--- src/rtl/core/assert_macros.svh ---
// ---------------------------------------------------------------------------
// Assertion macros
// Concurrent assertion wrappers, compiled out for synthesis.
// ---------------------------------------------------------------------------
`ifndef ASSERT_MACROS_SVH
`define ASSERT_MACROS_SVH
`ifndef SYNTHESIS
`define LRUPR_ASSERT_IMPL(label, clk, rst, ante, cons) \
   label: assert property (@(posedge clk) disable iff (rst) (ante) |-> (cons)) \
      else $error("assertion failed: same-cycle implication");
`define LRUPR_ASSERT_NEXT(label, clk, rst, ante, cons) \
   label: assert property (@(posedge clk) disable iff (rst) (ante) |=> (cons)) \
      else $error("assertion failed: next-cycle implication");
`else
`define LRUPR_ASSERT_IMPL(label, clk, rst, ante, cons)
`define LRUPR_ASSERT_NEXT(label, clk, rst, ante, cons)
`endif
`endif

--- src/rtl/core/lrupr_pkg.sv ---
// ---------------------------------------------------------------------------
// LRU page replacement package
// Port widths and parameter defaults shared by the replacement unit.
// ---------------------------------------------------------------------------
`default_nettype none
package lrupr_pkg;
   localparam int PAGE_PORT_W    = 16;
   localparam int FRAME_INDEX_W  = 2;
   localparam int FAULT_COUNT_W  = 32;
   localparam int NUM_FRAMES_DEF = 4;
   localparam int PAGE_BITS_DEF  = 16;
endpackage
`default_nettype wire

--- src/rtl/core/lrupr_select.sv ---
// ---------------------------------------------------------------------------
// LRU frame selection
// Associative page lookup and victim choice over all frames in one pass.
// ---------------------------------------------------------------------------
`default_nettype none
module lrupr_select #(
   parameter int NUM_FRAMES = lrupr_pkg::NUM_FRAMES_DEF,
   parameter int PAGE_BITS  = lrupr_pkg::PAGE_BITS_DEF,
   localparam int IdxW      = $clog2(NUM_FRAMES)
)(
   input  wire logic [NUM_FRAMES-1:0][PAGE_BITS-1:0] frame_page,
   input  wire logic [NUM_FRAMES-1:0]                frame_valid,
   input  wire logic [NUM_FRAMES-1:0][IdxW-1:0]      recency_rank,
   input  wire logic [PAGE_BITS-1:0]                 page,
   output logic                                      hit,
   output logic                                      fill_invalid,
   output logic [IdxW-1:0]                           sel_idx,
   output logic [NUM_FRAMES-1:0]                     rank_max_vec
);
   localparam logic [IdxW-1:0] RankMax = IdxW'(NUM_FRAMES - 1);

   logic [IdxW-1:0] hit_idx;
   logic [IdxW-1:0] inv_idx;
   logic [IdxW-1:0] lru_idx;
   logic            any_invalid;

   // Walking downward leaves the lowest-numbered candidate in each encoder.
   always_comb begin
      hit          = 1'b0;
      hit_idx      = '0;
      any_invalid  = 1'b0;
      inv_idx      = '0;
      lru_idx      = '0;
      rank_max_vec = '0;
      for (int j = NUM_FRAMES - 1; j >= 0; j--) begin
         rank_max_vec[j] = (recency_rank[j] == RankMax);
         if (frame_valid[j] && (frame_page[j] == page)) begin
            hit     = 1'b1;
            hit_idx = IdxW'(j);
         end
         if (!frame_valid[j]) begin
            any_invalid = 1'b1;
            inv_idx     = IdxW'(j);
         end
         // With every frame valid the ranks form a permutation, so the oldest
         // frame is the one that carries the largest rank.
         if (recency_rank[j] == RankMax) begin
            lru_idx = IdxW'(j);
         end
      end
   end

   always_comb begin
      fill_invalid = !hit && any_invalid;
      if (hit) begin
         sel_idx = hit_idx;
      end else if (any_invalid) begin
         sel_idx = inv_idx;
      end else begin
         sel_idx = lru_idx;
      end
   end
endmodule
`default_nettype wire

--- src/rtl/core/lru_page_replacement.sv ---
// ---------------------------------------------------------------------------
// LRU page replacement unit
// Fully associative frame set with least-recently-used replacement.
// ---------------------------------------------------------------------------
// Usage:
//   Each req_ transaction carries one page reference; each rsp_ transaction
//   returns its result: hit or fault, the frame that now holds the page, the
//   evicted page if a valid one was replaced, and the saturating fault count.
//   A transaction moves at a clock edge with valid high and stall low.
//   The reference is captured in the input register, then looked up, the
//   frame state is updated and the result register is loaded once it is
//   free. One reference is taken every cycle while rsp_stall is low; the
//   limit is the combinational lookup and rank update against the frame registers.
//   When rsp_stall holds a result, the reference behind it waits in the
//   input register and req_stall rises only once that register is occupied.
//   Reset empties both registers, marks all frames invalid and clears the
//   fault count. A reference with last_in_run set does the same to the
//   frames and count after its own result is formed.
// ---------------------------------------------------------------------------
`default_nettype none
`include "assert_macros.svh"
module lru_page_replacement #(
   parameter int NUM_FRAMES = lrupr_pkg::NUM_FRAMES_DEF,
   parameter int PAGE_BITS  = lrupr_pkg::PAGE_BITS_DEF
)(
   input  wire logic                                  clock,
   input  wire logic                                  reset,
   input  wire logic                                  req_valid,
   output logic                                       req_stall,
   input  wire logic [lrupr_pkg::PAGE_PORT_W-1:0]     req_page_number,
   input  wire logic                                  req_last_in_run,
   output logic                                       rsp_valid,
   input  wire logic                                  rsp_stall,
   output logic                                       rsp_page_fault,
   output logic [lrupr_pkg::FRAME_INDEX_W-1:0]        rsp_frame_index,
   output logic                                       rsp_evicted_valid,
   output logic [lrupr_pkg::PAGE_PORT_W-1:0]          rsp_evicted_page,
   output logic [lrupr_pkg::FAULT_COUNT_W-1:0]        rsp_fault_count,
   output logic                                       rsp_run_done
);
   localparam int IdxW   = $clog2(NUM_FRAMES);
   localparam int PortW  = lrupr_pkg::PAGE_PORT_W;
   localparam int FrameW = lrupr_pkg::FRAME_INDEX_W;
   localparam int CountW = lrupr_pkg::FAULT_COUNT_W;

   // Input register
   logic                 in_valid_ff, in_valid_in;
   logic [PAGE_BITS-1:0] in_page_ff, in_page_in;
   logic                 in_last_ff, in_last_in;

   // Frame state
   logic [NUM_FRAMES-1:0][PAGE_BITS-1:0] frame_page_ff, frame_page_in;
   logic [NUM_FRAMES-1:0]                frame_valid_ff, frame_valid_in;
   logic [NUM_FRAMES-1:0][IdxW-1:0]      rank_ff, rank_in;
   logic [CountW-1:0]                    faults_ff, faults_in;

   // Result register
   logic              rsp_valid_ff, rsp_valid_in;
   logic              rsp_fault_ff, rsp_fault_in;
   logic [FrameW-1:0] rsp_index_ff, rsp_index_in;
   logic              rsp_ev_valid_ff, rsp_ev_valid_in;
   logic [PortW-1:0]  rsp_ev_page_ff, rsp_ev_page_in;
   logic [CountW-1:0] rsp_count_ff, rsp_count_in;
   logic              rsp_done_ff, rsp_done_in;

   logic              rsp_free;
   logic              process;
   logic              req_accept;
   logic              lk_hit;
   logic              lk_fill;
   logic              lk_evict;
   logic [IdxW-1:0]   lk_idx;
   logic [IdxW-1:0]   old_rank;
   logic [NUM_FRAMES-1:0] rank_max_vec;
   logic [CountW-1:0] faults_inc;

   lrupr_select #(
      .NUM_FRAMES (NUM_FRAMES),
      .PAGE_BITS  (PAGE_BITS)
   ) u_select (
      .frame_page   (frame_page_ff),
      .frame_valid  (frame_valid_ff),
      .recency_rank (rank_ff),
      .page         (in_page_ff),
      .hit          (lk_hit),
      .fill_invalid (lk_fill),
      .sel_idx      (lk_idx),
      .rank_max_vec (rank_max_vec)
   );

   assign rsp_free   = !rsp_valid_ff || !rsp_stall;
   assign process    = in_valid_ff && rsp_free;
   assign req_stall  = in_valid_ff && !rsp_free;
   assign req_accept = req_valid && !req_stall;
   assign lk_evict   = !lk_hit && !lk_fill;
   assign old_rank   = rank_ff[lk_idx];
   assign faults_inc = (faults_ff == '1) ? faults_ff : faults_ff + CountW'(1);

   always_comb begin
      in_valid_in  = req_accept || (in_valid_ff && !process);
      in_page_in   = req_accept ? PAGE_BITS'(req_page_number) : in_page_ff;
      in_last_in   = req_accept ? req_last_in_run : in_last_ff;
      rsp_valid_in = process || (rsp_valid_ff && rsp_stall);
   end

   // Frame state update for the reference being resolved.
   always_comb begin
      frame_page_in  = frame_page_ff;
      frame_valid_in = frame_valid_ff;
      rank_in        = rank_ff;
      faults_in      = faults_ff;
      if (process) begin
         // Valid frames younger than the touched one age by one; on a fill from
         // invalid every other valid frame ages. The touched frame gets rank zero.
         for (int j = 0; j < NUM_FRAMES; j++) begin
            if ((IdxW'(j) != lk_idx) && frame_valid_ff[j] &&
                (lk_fill || (rank_ff[j] < old_rank))) begin
               rank_in[j] = rank_ff[j] + IdxW'(1);
            end
         end
         rank_in[lk_idx] = '0;
         if (!lk_hit) begin
            frame_page_in[lk_idx]  = in_page_ff;
            frame_valid_in[lk_idx] = 1'b1;
            faults_in              = faults_inc;
         end
         if (in_last_ff) begin
            frame_valid_in = '0;
            rank_in        = '0;
            faults_in      = '0;
         end
      end
   end

   always_comb begin
      rsp_fault_in    = rsp_fault_ff;
      rsp_index_in    = rsp_index_ff;
      rsp_ev_valid_in = rsp_ev_valid_ff;
      rsp_ev_page_in  = rsp_ev_page_ff;
      rsp_count_in    = rsp_count_ff;
      rsp_done_in     = rsp_done_ff;
      if (process) begin
         rsp_fault_in    = !lk_hit;
         rsp_index_in    = FrameW'(lk_idx);
         rsp_ev_valid_in = lk_evict;
         rsp_ev_page_in  = lk_evict ? PortW'(frame_page_ff[lk_idx]) : '0;
         rsp_count_in    = lk_hit ? faults_ff : faults_inc;
         rsp_done_in     = in_last_ff;
      end
   end

   always_ff @(posedge clock) begin
      if (reset) begin
         in_valid_ff    <= 1'b0;
         rsp_valid_ff   <= 1'b0;
         frame_valid_ff <= '0;
         rank_ff        <= '0;
         faults_ff      <= '0;
      end else begin
         in_valid_ff    <= in_valid_in;
         rsp_valid_ff   <= rsp_valid_in;
         frame_valid_ff <= frame_valid_in;
         rank_ff        <= rank_in;
         faults_ff      <= faults_in;
      end
   end

   always_ff @(posedge clock) begin
      in_page_ff      <= in_page_in;
      in_last_ff      <= in_last_in;
      frame_page_ff   <= frame_page_in;
      rsp_fault_ff    <= rsp_fault_in;
      rsp_index_ff    <= rsp_index_in;
      rsp_ev_valid_ff <= rsp_ev_valid_in;
      rsp_ev_page_ff  <= rsp_ev_page_in;
      rsp_count_ff    <= rsp_count_in;
      rsp_done_ff     <= rsp_done_in;
   end

   assign rsp_valid         = rsp_valid_ff;
   assign rsp_page_fault    = rsp_fault_ff;
   assign rsp_frame_index   = rsp_index_ff;
   assign rsp_evicted_valid = rsp_ev_valid_ff;
   assign rsp_evicted_page  = rsp_ev_page_ff;
   assign rsp_fault_count   = rsp_count_ff;
   assign rsp_run_done      = rsp_done_ff;

   // A hit never replaces a page.
   `LRUPR_ASSERT_IMPL(a_hit_no_evict, clock, reset, rsp_valid_ff && !rsp_fault_ff, !rsp_ev_valid_ff)
   // With every frame valid exactly one frame is the oldest.
   `LRUPR_ASSERT_IMPL(a_single_lru, clock, reset, &frame_valid_ff, $onehot(rank_max_vec))
   // The last reference of a run leaves the frames and the count cleared.
   `LRUPR_ASSERT_NEXT(a_run_clear, clock, reset, process && in_last_ff, (frame_valid_ff == '0) && (faults_ff == '0))
endmodule
`default_nettype wire
--- config.mk ---
export PLATFORM = sky130hd
export DESIGN_NAME = lru_page_replacement
export DESIGN_NICKNAME = d
export VERILOG_FILES = /design/src/rtl/core/lrupr_pkg.sv /design/src/rtl/core/lrupr_select.sv /design/src/rtl/core/lru_page_replacement.sv
export VERILOG_INCLUDE_DIRS = /design/src /design/src/rtl/core
export SDC_FILE = /design/constraint.sdc
export NUM_CORES = 1
export LEC_CHECK = 0
export BUFFER_PORTS_ARGS = -buffer_cell sky130_fd_sc_hd__buf_2
export CAP_MARGIN = 20
export CORE_MARGIN = 4
export CORE_UTILIZATION = 60
export CTS_CLUSTER_DIAMETER = 120
export DETAILED_ROUTE_END_ITERATION = 8
export HOLD_SLACK_MARGIN = 0.05
export MAX_ROUTING_LAYER = met4
export PLACE_DENSITY = 0.9
export SYNTH_ARGS = -nofsm -noshare
export SYNTH_HDL_FRONTEND = slang
export SYNTH_HIERARCHICAL = 1
export SYNTH_SLANG_ARGS = --single-unit
--- constraint.sdc ---
create_clock -name clock -period 5.07 [get_ports clock]
set_input_delay 1.014 -clock clock [delete_from_list [all_inputs] [get_ports clock]]
set_output_delay 1.014 -clock clock [all_outputs]
set_load 0.005 [all_outputs]
Word level (Yosys, flattened, before mapping)
Cells that the tools add are included.
{"block": "totals", "ff_bits": 180, "inputBits": 21, "output_inout_bits": 55, "elab_cells": 132}
{"block": "classes", "add_sub_neg": 5, "n_lt_le_gt_ge": 6, "n_eq_ne": 13, "n_mux": 47, "bitwise": 4, "n_reduce_logical": 37}
{"op": "$mux W32", "n": 3}
{"op": "$bwmux W64", "n": 1}
{"op": "$eq A16 B16 Y1", "n": 4}
{"op": "$mux W2", "n": 24}
{"op": "$add A32 B1 Y32 const B", "n": 1}
{"op": "$bmux W16 S2", "n": 1}
{"op": "$demux W16 S2", "n": 1}
{"op": "$eq A32 B32 Y1 const B", "n": 1}
{"op": "$mux W16", "n": 2}
{"op": "$logic_and A1 B1 Y1", "n": 20}
{"op": "$mux W1", "n": 9}
{"op": "$add A2 B1 Y2 const B", "n": 4}
{"op": "$and A8 B8 Y8", "n": 1}
{"op": "$eq A2 B2 Y1 const B", "n": 4}
{"op": "$lt A2 B2 Y1", "n": 4}
{"op": "$mux W4", "n": 2}
{"op": "$mux W8", "n": 1}
{"op": "$not A8 Y8", "n": 1}
{"op": "$logic_not A1 Y1", "n": 7}
{"op": "$logic_or A1 B1 Y1", "n": 7}
{"op": "$bmux W2 S2", "n": 1}
{"op": "$demux W2 S2", "n": 1}
{"op": "$ne A2 B2 Y1 const A", "n": 2}
{"op": "$or A4 B4 Y4", "n": 1}
{"op": "other kinds (8)", "n": 9}

Logic depth before layout (Yosys ltp)
Gate-level depths: netlist of the first run.
{"block": "depth", "depth_word": 16, "mapped_depth": 17}

Hierarchy
The synthesis of the first run kept the hierarchy.
{"mod": "lru_page_replacement", "n_inst": 1, "cells_per_inst": 585, "area_per_inst_um2": 7639.8, "seq_area_each_um2": 4944.7}
{"mod": "lrupr_select", "n_inst": 1, "cells_per_inst": 139, "area_per_inst_um2": 1001.0, "seq_area_each_um2": 0.0}

Worst setup path after synthesis of the first run
Ideal clock, no wire load.
{"block": "synth_timing", "kind": "register -> register", "start": "reg in_page_ff[7]", "end": "reg frame_page_ff[32] in the netlist's numbering (enable)", "setup_ns": 0.433, "arrival_ns": 4.038, "t_required_ns": 4.637, "slack_ns": 0.599, "path_stages_with_launch": 9, "path_buffers": 2, "cell_sequence": "edfxtp_1 xor2_1 or4_1 or4b_1 o31ai_1 a21oi_2 clkbuf_1 buf_1 nor4_1"}
{"block": "synth_between", "elab_chain_cells": 8, "word_cells_on_any_way": 14, "classes_between": "4 x eq/ne; 4 x mux; 1 x bitwise; 5 x reduce/logical"}
{"element": "start, declared", "line": "lru_page_replacement.sv:48", "text": "logic [PAGE_BITS-1:0] in_page_ff, in_page_in;"}
{"element": "start signal, assigned", "line": "lru_page_replacement.sv:169", "text": "in_page_ff <= in_page_in;"}
{"element": "$eq A16 B16 Y1", "line": "lrupr_select.sv:37", "text": "if (frame_valid[j] && (frame_page[j] == page)) begin"}
{"element": "$logic_and A1 B1 Y1", "line": "lrupr_select.sv:37"}
{"element": "$mux W1 (3 in series)", "line": "lrupr_select.sv:37"}
{"element": "$mux W1 *", "line": "lrupr_select.sv:37"}
{"element": "$not A1 Y1 (no line) *"}
{"element": "$reduce_and A2 Y1 (no line) *"}
{"element": "end signal, assigned", "line": "lru_page_replacement.sv:171", "text": "frame_page_ff <= frame_page_in;"}
{"element": "end, declared", "line": "lru_page_replacement.sv:52", "text": "logic [NUM_FRAMES-1:0][PAGE_BITS-1:0] frame_page_ff, frame_page_in;"}
Every way passes the cells marked *; elsewhere a longest branch is shown, timed or not.
A chain may end at the register's enable or synchronous reset.

Worst setup path in the final report of the first run
{"block": "layout_timing", "start": "reg in_page_ff[2]", "end": "reg rank_ff[7] in the netlist's numbering"}
{"block": "layout_between", "elab_chain_cells": 16, "word_cells_on_any_way": 36, "classes_between": "3 x order compare; 5 x eq/ne; 16 x mux; 2 x bitwise; 10 x reduce/logical"}
{"element": "$eq A16 B16 Y1", "line": "lrupr_select.sv:37"}
{"element": "$logic_and A1 B1 Y1", "line": "lrupr_select.sv:37"}
{"element": "$mux W2 / $mux W1 (equally long branches) (4 in series)", "line": "lrupr_select.sv:37"}
{"element": "$mux W2 *", "line": "lrupr_select.sv:55", "text": "if (hit) begin"}
{"element": "via lk_idx[0]", "line": "lru_page_replacement.sv:72", "text": "logic [IdxW-1:0] lk_idx;"}
{"element": "$bmux W2 S2", "line": "lru_page_replacement.sv:96", "text": "assign old_rank = rank_ff[lk_idx];"}
{"element": "$mux W2 (not written as such)", "line": "lru_page_replacement.sv:96"}
{"element": "$lt A2 B2 Y1", "line": "lru_page_replacement.sv:117", "text": "(lk_fill || (rank_ff[j] < old_rank))) begin"}
{"element": "$logic_or A1 B1 Y1", "line": "lru_page_replacement.sv:117"}
{"element": "$logic_and A1 B1 Y1", "line": "lru_page_replacement.sv:116", "text": "if ((IdxW'(j) != lk_idx) && frame_valid_ff[j] &&"}
{"element": "$mux W2", "line": "lru_page_replacement.sv:116"}
{"element": "$mux W2", "line": "lru_page_replacement.sv:112", "text": "if (process) begin"}
{"element": "$and A8 B8 Y8 (no line) *"}
{"element": "$mux W8 *", "line": "lru_page_replacement.sv:127", "text": "if (in_last_ff) begin"}
{"element": "end signal, assigned", "line": "lru_page_replacement.sv:163", "text": "rank_ff <= rank_in;"}
{"element": "end, declared", "line": "lru_page_replacement.sv:54", "text": "logic [NUM_FRAMES-1:0][IdxW-1:0] rank_ff, rank_in;"}
Mark *: on every way through the listed nets, which the timed path passes. The rest lies on a longest branch. The select of a mux whose other input is x is not followed.

==> metrics.yaml, run 1 <==
fp.dieH_um: 128
num_vias: 6364
drtIter0Drc: 944
hold_violations: 0
outcome: "finished, final reports clean"
ctsHoldBuffers: 0
hpwl_um: 13900
clock.fmax_mhz: 248
fin_worst_skew_ns: 0.0153
avgRoutedWirePerCell_um: 20.6
wirelength_um: 20200
grt-ovfl-total: 0
grt_max_degree: 37
fin_tns_setup_ns: 0
cts_max_path_buffers: 2
netlist_area_mm2: 0.00863
setup_viol: 0
boundaryPins: 76
yosys_warnings: 6
hold_path.class: "reg2reg"
hold_slack_ns: 0.517
synth_area_per_cell_um2: 12.0
slowest_stage: "edfxtp_1"
cts_root_buf: "clkbuf_16"
start_util: 0.617
grt_pass1_vias: 6216
peakVddDrop_mv: 0.319
worstSetupPathType: "reg2reg"
crit_path_frequent_cell: "inv_1"
finalPower_mw: 3.09
drcViolationCount: 0
clk_latency_ns: 0.44
gp_congestion: 0.931
fp.dieW_um: 128
worstPathRequired_ns: 5.43
arrival_ns: 4.39
grt_pass1_wl_um: 32500
grt_usage: 0.263
syn_inst: 722
post-route-period-util: 0.796
fin_crit_ns: 4.03
layout-drive-gt1-share: 0.189
slew-limit-headroom: 0.292
layout_common_cells: "134 x edfxtp_1, 75 x buf_2, 62 x xor2_1"
cp-end-kind: "register"
critPathMaxFanout: 8
cts.repair.resized: 0
viasPerCell: 6.49
antenna_left: 0
maxCapViolCount: 0
cts_buffers: 17
cts.clk_slew.worst_paths_ns: 0.07
leakage_nw: 3.34
synthToLayoutAreaGrowth_pct: 12.9
crit_path_start_kind: "register"
maxSlewViolCount: 0
final_common_cell: "edfxtp_1"
synth_nets: 748
antenna_found_initial: 0
antenna_cells: 0
die_area_mm2: 0.0164
cts_tree: "built"
numPortBuffers: 75
nets: 813
p_per_area_mw_per_mm2: 317
core_mm2: 0.0140
cts_setup_buffers: 0
cp_cell_sequence: "xnor2_1, nand2_1, or3b_1, nor4_1, o31ai_1, a21oi_4, mux4_2, inv_1, ha_1, inv_1, a211o_1, nand3_1, or4_1, a21oi_1"
rsz0062_at_grt: "false"
htreeDepth: 4
numClockSinks: 180
max_stage_delay_ns: 0.52
worst_pin_slew_ns: 1.06
core.rowCount: 43
firstDrtPassIters: 7
## layout make-up
cell class	count	area, um2
clock buffer	20	478
clock inverter	12	93.8
fill	932	4240
inverter	16	60.1
multi-input combinational	486	3490
sequential	180	4940
tap	180	225
timing repair buffer	86	462
## state kept, by name (all words and copies together), names as in the netlist, 2 cells and up
| register | flops |
|---|---|
| frame_page_ff | 64 |
| faults_ff | 32 |
| rsp_fault_count | 32 |
| in_page_ff | 16 |
| rsp_evicted_page | 16 |
| rank_ff | 8 |
| frame_valid_ff | 4 |
| rsp_frame_index | 2 |
## stage by stage
stage	util	std cells	cell area [um2]	worst slack [ns]
after floorplan	-	722	8630	0.599
after global routing	0.697	980	9750	0.835
after global placement	0.655	946	9160	1.34
after detailed placement	0.655	946	9160	1.15
final	0.697	980	9750	1.04
after CTS	0.696	978	9730	1.11
## where the power goes
| group | leakage, nW | switching (mW) | internal, mW |
|---|---|---|---|
| registers | 1.59 | 0.0352 | 1.62 |
| clock network | 0.272 | 0.567 | 0.688 |
| logic | 1.47 | 0.108 | 0.0677 |
| total | 3.34 | 0.709 | 2.38 |
## worst max-delay path: cells and delay by family, from the launching register on
kind | cells | cell delay [ns]
AOI/OAI and AO/OA | 4 | 0.63
xor gates and xnor gates | 1 | 0.33
adders and majority gates | 1 | 0.26
buffers and inverters | 2 | 0.21
DFF | 1 | 0.52
muxes | 1 | 0.52
and+or+nand+nor | 5 | 1.49
## path summary, 6_finish.rpt
kind	start	to	slack, ns	depth (start not counted)
max reg2reg	in_page_ff[2]$_DFFE_PP_	rank_ff[7]$_SDFFE_PP0P_	1.04	14
min reg2reg	faults_ff[31]$_SDFFE_PP0P_	faults_ff[31]$_SDFFE_PP0P_	0.52	2
max	in_page_ff[2]$_DFFE_PP_	rank_ff[7]$_SDFFE_PP0P_	1.04	14
min	faults_ff[31]$_SDFFE_PP0P_	faults_ff[31]$_SDFFE_PP0P_	0.52	2
## metal layers
| layer | global-route usage | vias to the layer above | part of all wire |
|---|---|---|---|
| li1 | - | 2849 | - |
| met1 | 0.324 | 3105 | 0.40 |
| met2 | 0.425 | 352 | 0.51 |
| met3 | 0.0525 | 58 | 0.067 |
| met4 | 0.112 | 0 | 0.029 |
| met5 | - | - | 0 |
Note: power is estimated with default switching activity, not from simulation.
==> inputs of run 2 (changes only) <==
--- a/config.mk
+++ b/config.mk
@@ -9,12 +9,12 @@
 export BUFFER_PORTS_ARGS = -buffer_cell sky130_fd_sc_hd__buf_2
 export CAP_MARGIN = 20
 export CORE_MARGIN = 4
-export CORE_UTILIZATION = 60
+export CORE_UTILIZATION = 54
 export CTS_CLUSTER_DIAMETER = 120
 export DETAILED_ROUTE_END_ITERATION = 8
 export HOLD_SLACK_MARGIN = 0.05
 export MAX_ROUTING_LAYER = met4
-export PLACE_DENSITY = 0.9
+export PLACE_DENSITY = 0.86
 export SYNTH_ARGS = -nofsm -noshare
 export SYNTH_HDL_FRONTEND = slang
 export SYNTH_HIERARCHICAL = 1
==> constraint.sdc (replaced) <==
create_clock -name clock -period 3.68 [get_ports clock]
set_input_delay 0.736 -clock clock [delete_from_list [all_inputs] [get_ports clock]]
set_output_delay 0.736 -clock clock [all_outputs]
set_load 0.005 [all_outputs]
==> run 2 against run 1 <==
Cell area is 6.6% higher. Sequential cell count stayed put. First-iteration DRC count is 23% lower. Clock skew is 0.0037 ns lower. Hold slack worse by 0.040 ns. Sequential share of layout area is 3.1 points lower. Global-route usage is 2.4 points lower. Fmax is 9.8% higher. Count of clock-buffer cells in the layout stayed put. Critical endpoint unchanged. Largest cell class unchanged.
==> metrics.yaml, run 2 (synthesized netlist as in run 1, its figures left out) <==
largest_reg_flops: 64
grt_pass1_vias: 6016
drtIter0Drc: 729
peakVddDrop_mv: 0.341
hpwl_um: 13800
grt-ovfl-total: 0
antenna_left: 0
clk_latency_ns: 0.43
viasPerCell: 6.08
fp.dieH_um: 134
fin_tns_setup_ns: 0
cts_tree: "built"
firstDrtPassIters: 5
cts_root_buf: "clkbuf_16"
htreeDepth: 4
gp_congestion: 0.946
startpoint: "in_page_ff[11]$_DFFE_PP_"
num_vias: 6377
boundaryPins: 76
start_util: 0.560
die_area_mm2: 0.0181
fp.dieW_um: 134
numPortBuffers: 75
wirelength_um: 21000
synthToLayoutAreaGrowth_pct: 20.4
fin_crit_ns: 3.68
leakage_nw: 3.62
rsz0062_at_grt: "true"
drcViolationCount: 0
grt_pass1_wl_um: 32400
worst_pin_slew_ns: 1.06
post-route-period-util: 0.999
avgRoutedWirePerCell_um: 20.0
final_core_util: 0.674
core.rowCount: 45
fin_worst_skew_ns: 0.0117
numClockSinks: 180
p_per_area_mw_per_mm2: 430
regMostFlops: "frame_page_ff"
clock.fmax_mhz: 272
holdCritStartpoint: "req_page_number[9]"
antenna_found_initial: 0
cts.clk_slew.worst_paths_ns: 0.07
arrival_ns: 4.03
slew-limit-headroom: 0.290
core_mm2: 0.0154
maxSlewViolCount: 0
hold_violations: 0
nets: 851
critPathMaxFanout: 4
worstPathRequired_ns: 4.04
maxCapViolCount: 0
grt_usage: 0.239
grt_max_degree: 35
crit_path_start_kind: "register"
cts_max_path_buffers: 2
setup_viol: 0
reg2reg_from: "in_page_ff[11]$_DFFE_PP_"
worstSetupPathType: "reg2reg"
outcome: "finished, final reports clean"
layout_common_cells: "134 x edfxtp_1, 75 x buf_2, 59 x xor2_1"
antenna_cells: 0
cts_buffers: 17
layout-drive-gt1-share: 0.259
final_common_cell: "edfxtp_1"
hold_path.class: "in2reg"
cp-end-kind: "register"
==> run 2: cell count changes in the layout (fill, tap and decap cells not counted), sizes merged <==
cell      change
buf          +39
clkinvlp      -3
inv           +3
bufinv        +1
clkbuf        -1
clkinv        -1
==> run 2: where the power goes <==
part	switching (mW)	internal (mW)	total (mW)	leakage, nW
combinational	0.181	0.119	0.299	1.72
sequential	0.0317	2.23	2.27	1.59
clock	0.824	1.08	1.90	0.314
total	1.04	3.43	4.47	3.62
==> run 2: timing repair <==
action                     4_1_cts  5_1_grt
pin swaps                        0       11
gates resized for setup          1       33
buffers inserted                 2        9
setup endpoints to repair        2        6
hold buffers                     0        0
==> run 2: metrics by stage <==
| stage | cells | power (mW) | worst slack (ns) | cell area, um2 | hold WS (ns) |
|---|---|---|---|---|---|
| after global placement | 1006 | 2.58 | 0.120 | 9480 | 0.468 |
| final | 1049 | 4.47 | 0.00441 | 10400 | 0.477 |
| after detailed placement | 1006 | 2.58 | -0.0315 | 9480 | 0.501 |
| after CTS | 1040 | 4.46 | 0.0329 | 10100 | 0.464 |
| after global routing | 1049 | 4.61 | -0.147 | 10400 | 0.462 |
| after floorplan | 722 | 2.47 | -0.0170 | 8690 | 0.424 |
==> run 2: worst paths after layout <==
check / end / slack (ns) / cells after the start
setup / recovery: rank_ff[7]$_SDFFE_PP0P_ / 0.004 / 15
hold / removal: in_page_ff[9]$_DFFE_PP_ / 0.48 / 1
setup reg to reg: rank_ff[7]$_SDFFE_PP0P_ / 0.004 / 15
hold reg to reg: faults_ff[31]$_SDFFE_PP0P_ / 0.51 / 2
==> run 2: area by class of cell <==
| class | count | area, um2 |
|---|---|---|
| Sequential cell | 180 | 4940 |
| Clock inverter | 12 | 129 |
| Tap cell | 211 | 264 |
| Fill cell | 1088 | 5040 |
| Inverter | 16 | 65.1 |
| Clock buffer | 20 | 500 |
| Multi-Input combinational cell | 486 | 3680 |
| Timing Repair Buffer | 124 | 806 |
==> run 2: layer usage <==
| layer | part of all wire | vias to the layer above | track usage |
|---|---|---|---|
| met5 | 0 | - | - |
| met4 | 0.024 | 0 | 0.0775 |
| met3 | 0.070 | 45 | 0.0484 |
| met2 | 0.48 | 272 | 0.366 |
| met1 | 0.42 | 3135 | 0.323 |
| li1 | - | 2925 | - |
==> run 2: worst max-delay path: stages (launching register included) <==
cell and delay, ns:
edfxtp_1 0.44, buf_4 0.19, xnor2_4 0.20, nor4b_4 0.25, nand3_2 0.11, or4b_1 0.54
o31ai_2 0.11, a21oi_4 0.07, mux4_2 0.46, inv_4 0.10, ha_4 0.20, inv_2 0.04
a211o_1 0.11, nand3_2 0.09, or4_4 0.54, a21oi_2 0.14
==> inputs of run 3 (changes only) <==
--- a/config.mk
+++ b/config.mk
@@ -14,7 +14,7 @@
 export DETAILED_ROUTE_END_ITERATION = 8
 export HOLD_SLACK_MARGIN = 0.05
 export MAX_ROUTING_LAYER = met4
-export PLACE_DENSITY = 0.86
+export PLACE_DENSITY = 0.76
 export SYNTH_ARGS = -nofsm -noshare
 export SYNTH_HDL_FRONTEND = slang
 export SYNTH_HIERARCHICAL = 1
==> run 3 against run 2 <==
Setup slack improved by 0.028 ns. Die area did not move. Critical path depth did not move. Final cell count fell by 0.29%. Fmax grew 0.76%.
==> metrics.yaml, run 3 (synthesized netlist as in run 1, its figures left out) <==
num_vias: 6289
fin_worst_skew_ns: 0.0126
whs_path_depth: 1
antenna_left: 0
placed_cells: 1001
antenna_found_initial: 0
rsz0062_at_grt: "true"
grt_pass1_vias: 6084
peakVddDrop_mv: 0.312
ff2ff_path_depth: 15
synthToLayoutAreaGrowth_pct: 18.1
busiest_layer: "met2"
switching_power_mw: 0.946
setup_ws_ns: 0.0320
outcome: "finished, final reports clean"
cts_buffers: 17
cts.clk_slew.worst_paths_ns: 0.06
fp.dieW_um: 134
worst_pin_slew_ns: 0.912
pwr-share-comb: 0.067
p_per_area_mw_per_mm2: 420
boundaryPins: 76
numPortBuffers: 75
hpwl_um: 14500
grt-ovfl-total: 0
use_met1: 0.304
core.rowCount: 45
grt_use_met2: 0.413
htreeDepth: 4
drtIter0Drc: 692
crit_path_start_kind: "register"
clk_latency_ns: 0.43
grt_use_met3: 0.0454
final_cells: 1046
regMostFlops: "frame_page_ff"
fp.dieH_um: 134
cts_max_path_buffers: 2
critPathMaxFanout: 7
cts_root_buf: "clkbuf_16"
drcViolationCount: 0
firstDrtPassIters: 5
fin_crit_ns: 3.65
numClockSinks: 180
cp-end-kind: "register"
avgRoutedWirePerCell_um: 20.3
viasPerCell: 6.01
worstSetupPathType: "reg2reg"
slew-limit-headroom: 0.390
die_area_mm2: 0.0181
core_mm2: 0.0154
antenna_cells: 0
clkPwrFrac: 0.403
setup_viol: 0
maxSlewViolCount: 0
p_sw_frac: 0.221
dpl_worst_slack_ns: 0.0720
layout-drive-gt1-share: 0.242
layout_common_cells: "134 x edfxtp_1, 75 x buf_2, 60 x xor2_1"
seqPwrFrac: 0.530
hold_violations: 0
nets: 848
largest_reg_flops: 64
post-route-period-util: 0.991
worstPathRequired_ns: 4.04
leakage_nw: 3.55
grt_pass1_wl_um: 33300
grt_max_degree: 63
final_common_cell: "edfxtp_1"
cts_tree: "built"
hold_path.class: "in2reg"
maxCapViolCount: 0
gp_congestion: 0.917
ctsHoldBuffers: 0
clock.fmax_mhz: 274
wirelength_um: 21200
fin_tns_setup_ns: 0
p_int_mw: 3.34
grt_usage: 0.245
fill_cells: 1158
start_util: 0.560
arrival_ns: 4.01
-- run 3: final timing paths --
path | from | end | slack [ns]
worst max-delay path | in_page_ff[6]$_DFFE_PP_ | rank_ff[7]$_SDFFE_PP0P_ | 0.03
worst min-delay path | req_page_number[3] | in_page_ff[3]$_DFFE_PP_ | 0.48
worst max register to register | in_page_ff[6]$_DFFE_PP_ | rank_ff[7]$_SDFFE_PP0P_ | 0.03
worst min register to register | faults_ff[31]$_SDFFE_PP0P_ | faults_ff[31]$_SDFFE_PP0P_ | 0.51
-- run 3: per-layer routing --
metal,vias to the layer above,wire (um)
met3,37,1160
met2,256,10900
li1,2912,-
met5,-,0
met1,3084,8740
met4,0,392
-- run 3: per-stage QoR --
step,hold WS (ns),cell area [um2],power (mW),util
floorplan,0.424,8690,2.47,-
global placement,0.467,9430,2.58,0.611
detailed placement,0.494,9430,2.58,0.611
CTS,0.464,9980,4.31,0.647
global route,0.465,10200,4.45,0.661
finish,0.478,10200,4.29,0.661
-- run 3: area by class of cell --
type,count,area [um2],area share
timing repair buffer,121,749,0.0735
clock buffer,22,444,0.0435
tap,211,264,0.0259
inverter,16,62.6,0.00613
sequential,180,4940,0.485
multi-input combinational,486,3630,0.355
clock inverter,10,109,0.0107
-- run 3: what timing repair did --
action	CTS	global route
setup buffers	0	12
resized for setup	0	21
endpoints found under the setup margin	0	4
-- run 3: power by group through the flow --
stage | clock, mW | combinational, mW | sequential, mW
after global routing | 1.86 | 0.313 | 2.28
after floorplan | 0 | 0.147 | 2.32
final | 1.73 | 0.289 | 2.27
after global placement | 0 | 0.264 | 2.31
after CTS | 1.76 | 0.270 | 2.27
after detailed placement | 0 | 0.269 | 2.32
-- run 3: worst max-delay path, cell delays in order, from the launching register on --
cell      delay (ns)
edfxtp_1        0.50
buf_4           0.19
buf_4           0.12
xor2_1          0.18
nor4_1          0.33
nand3_1         0.15
o31ai_2         0.33
a21oi_4         0.07
mux4_2          0.46
inv_4           0.10
ha_4            0.20
inv_2           0.04
a211o_1         0.11
nand3_2         0.09
or4_4           0.54
a21oi_2         0.14
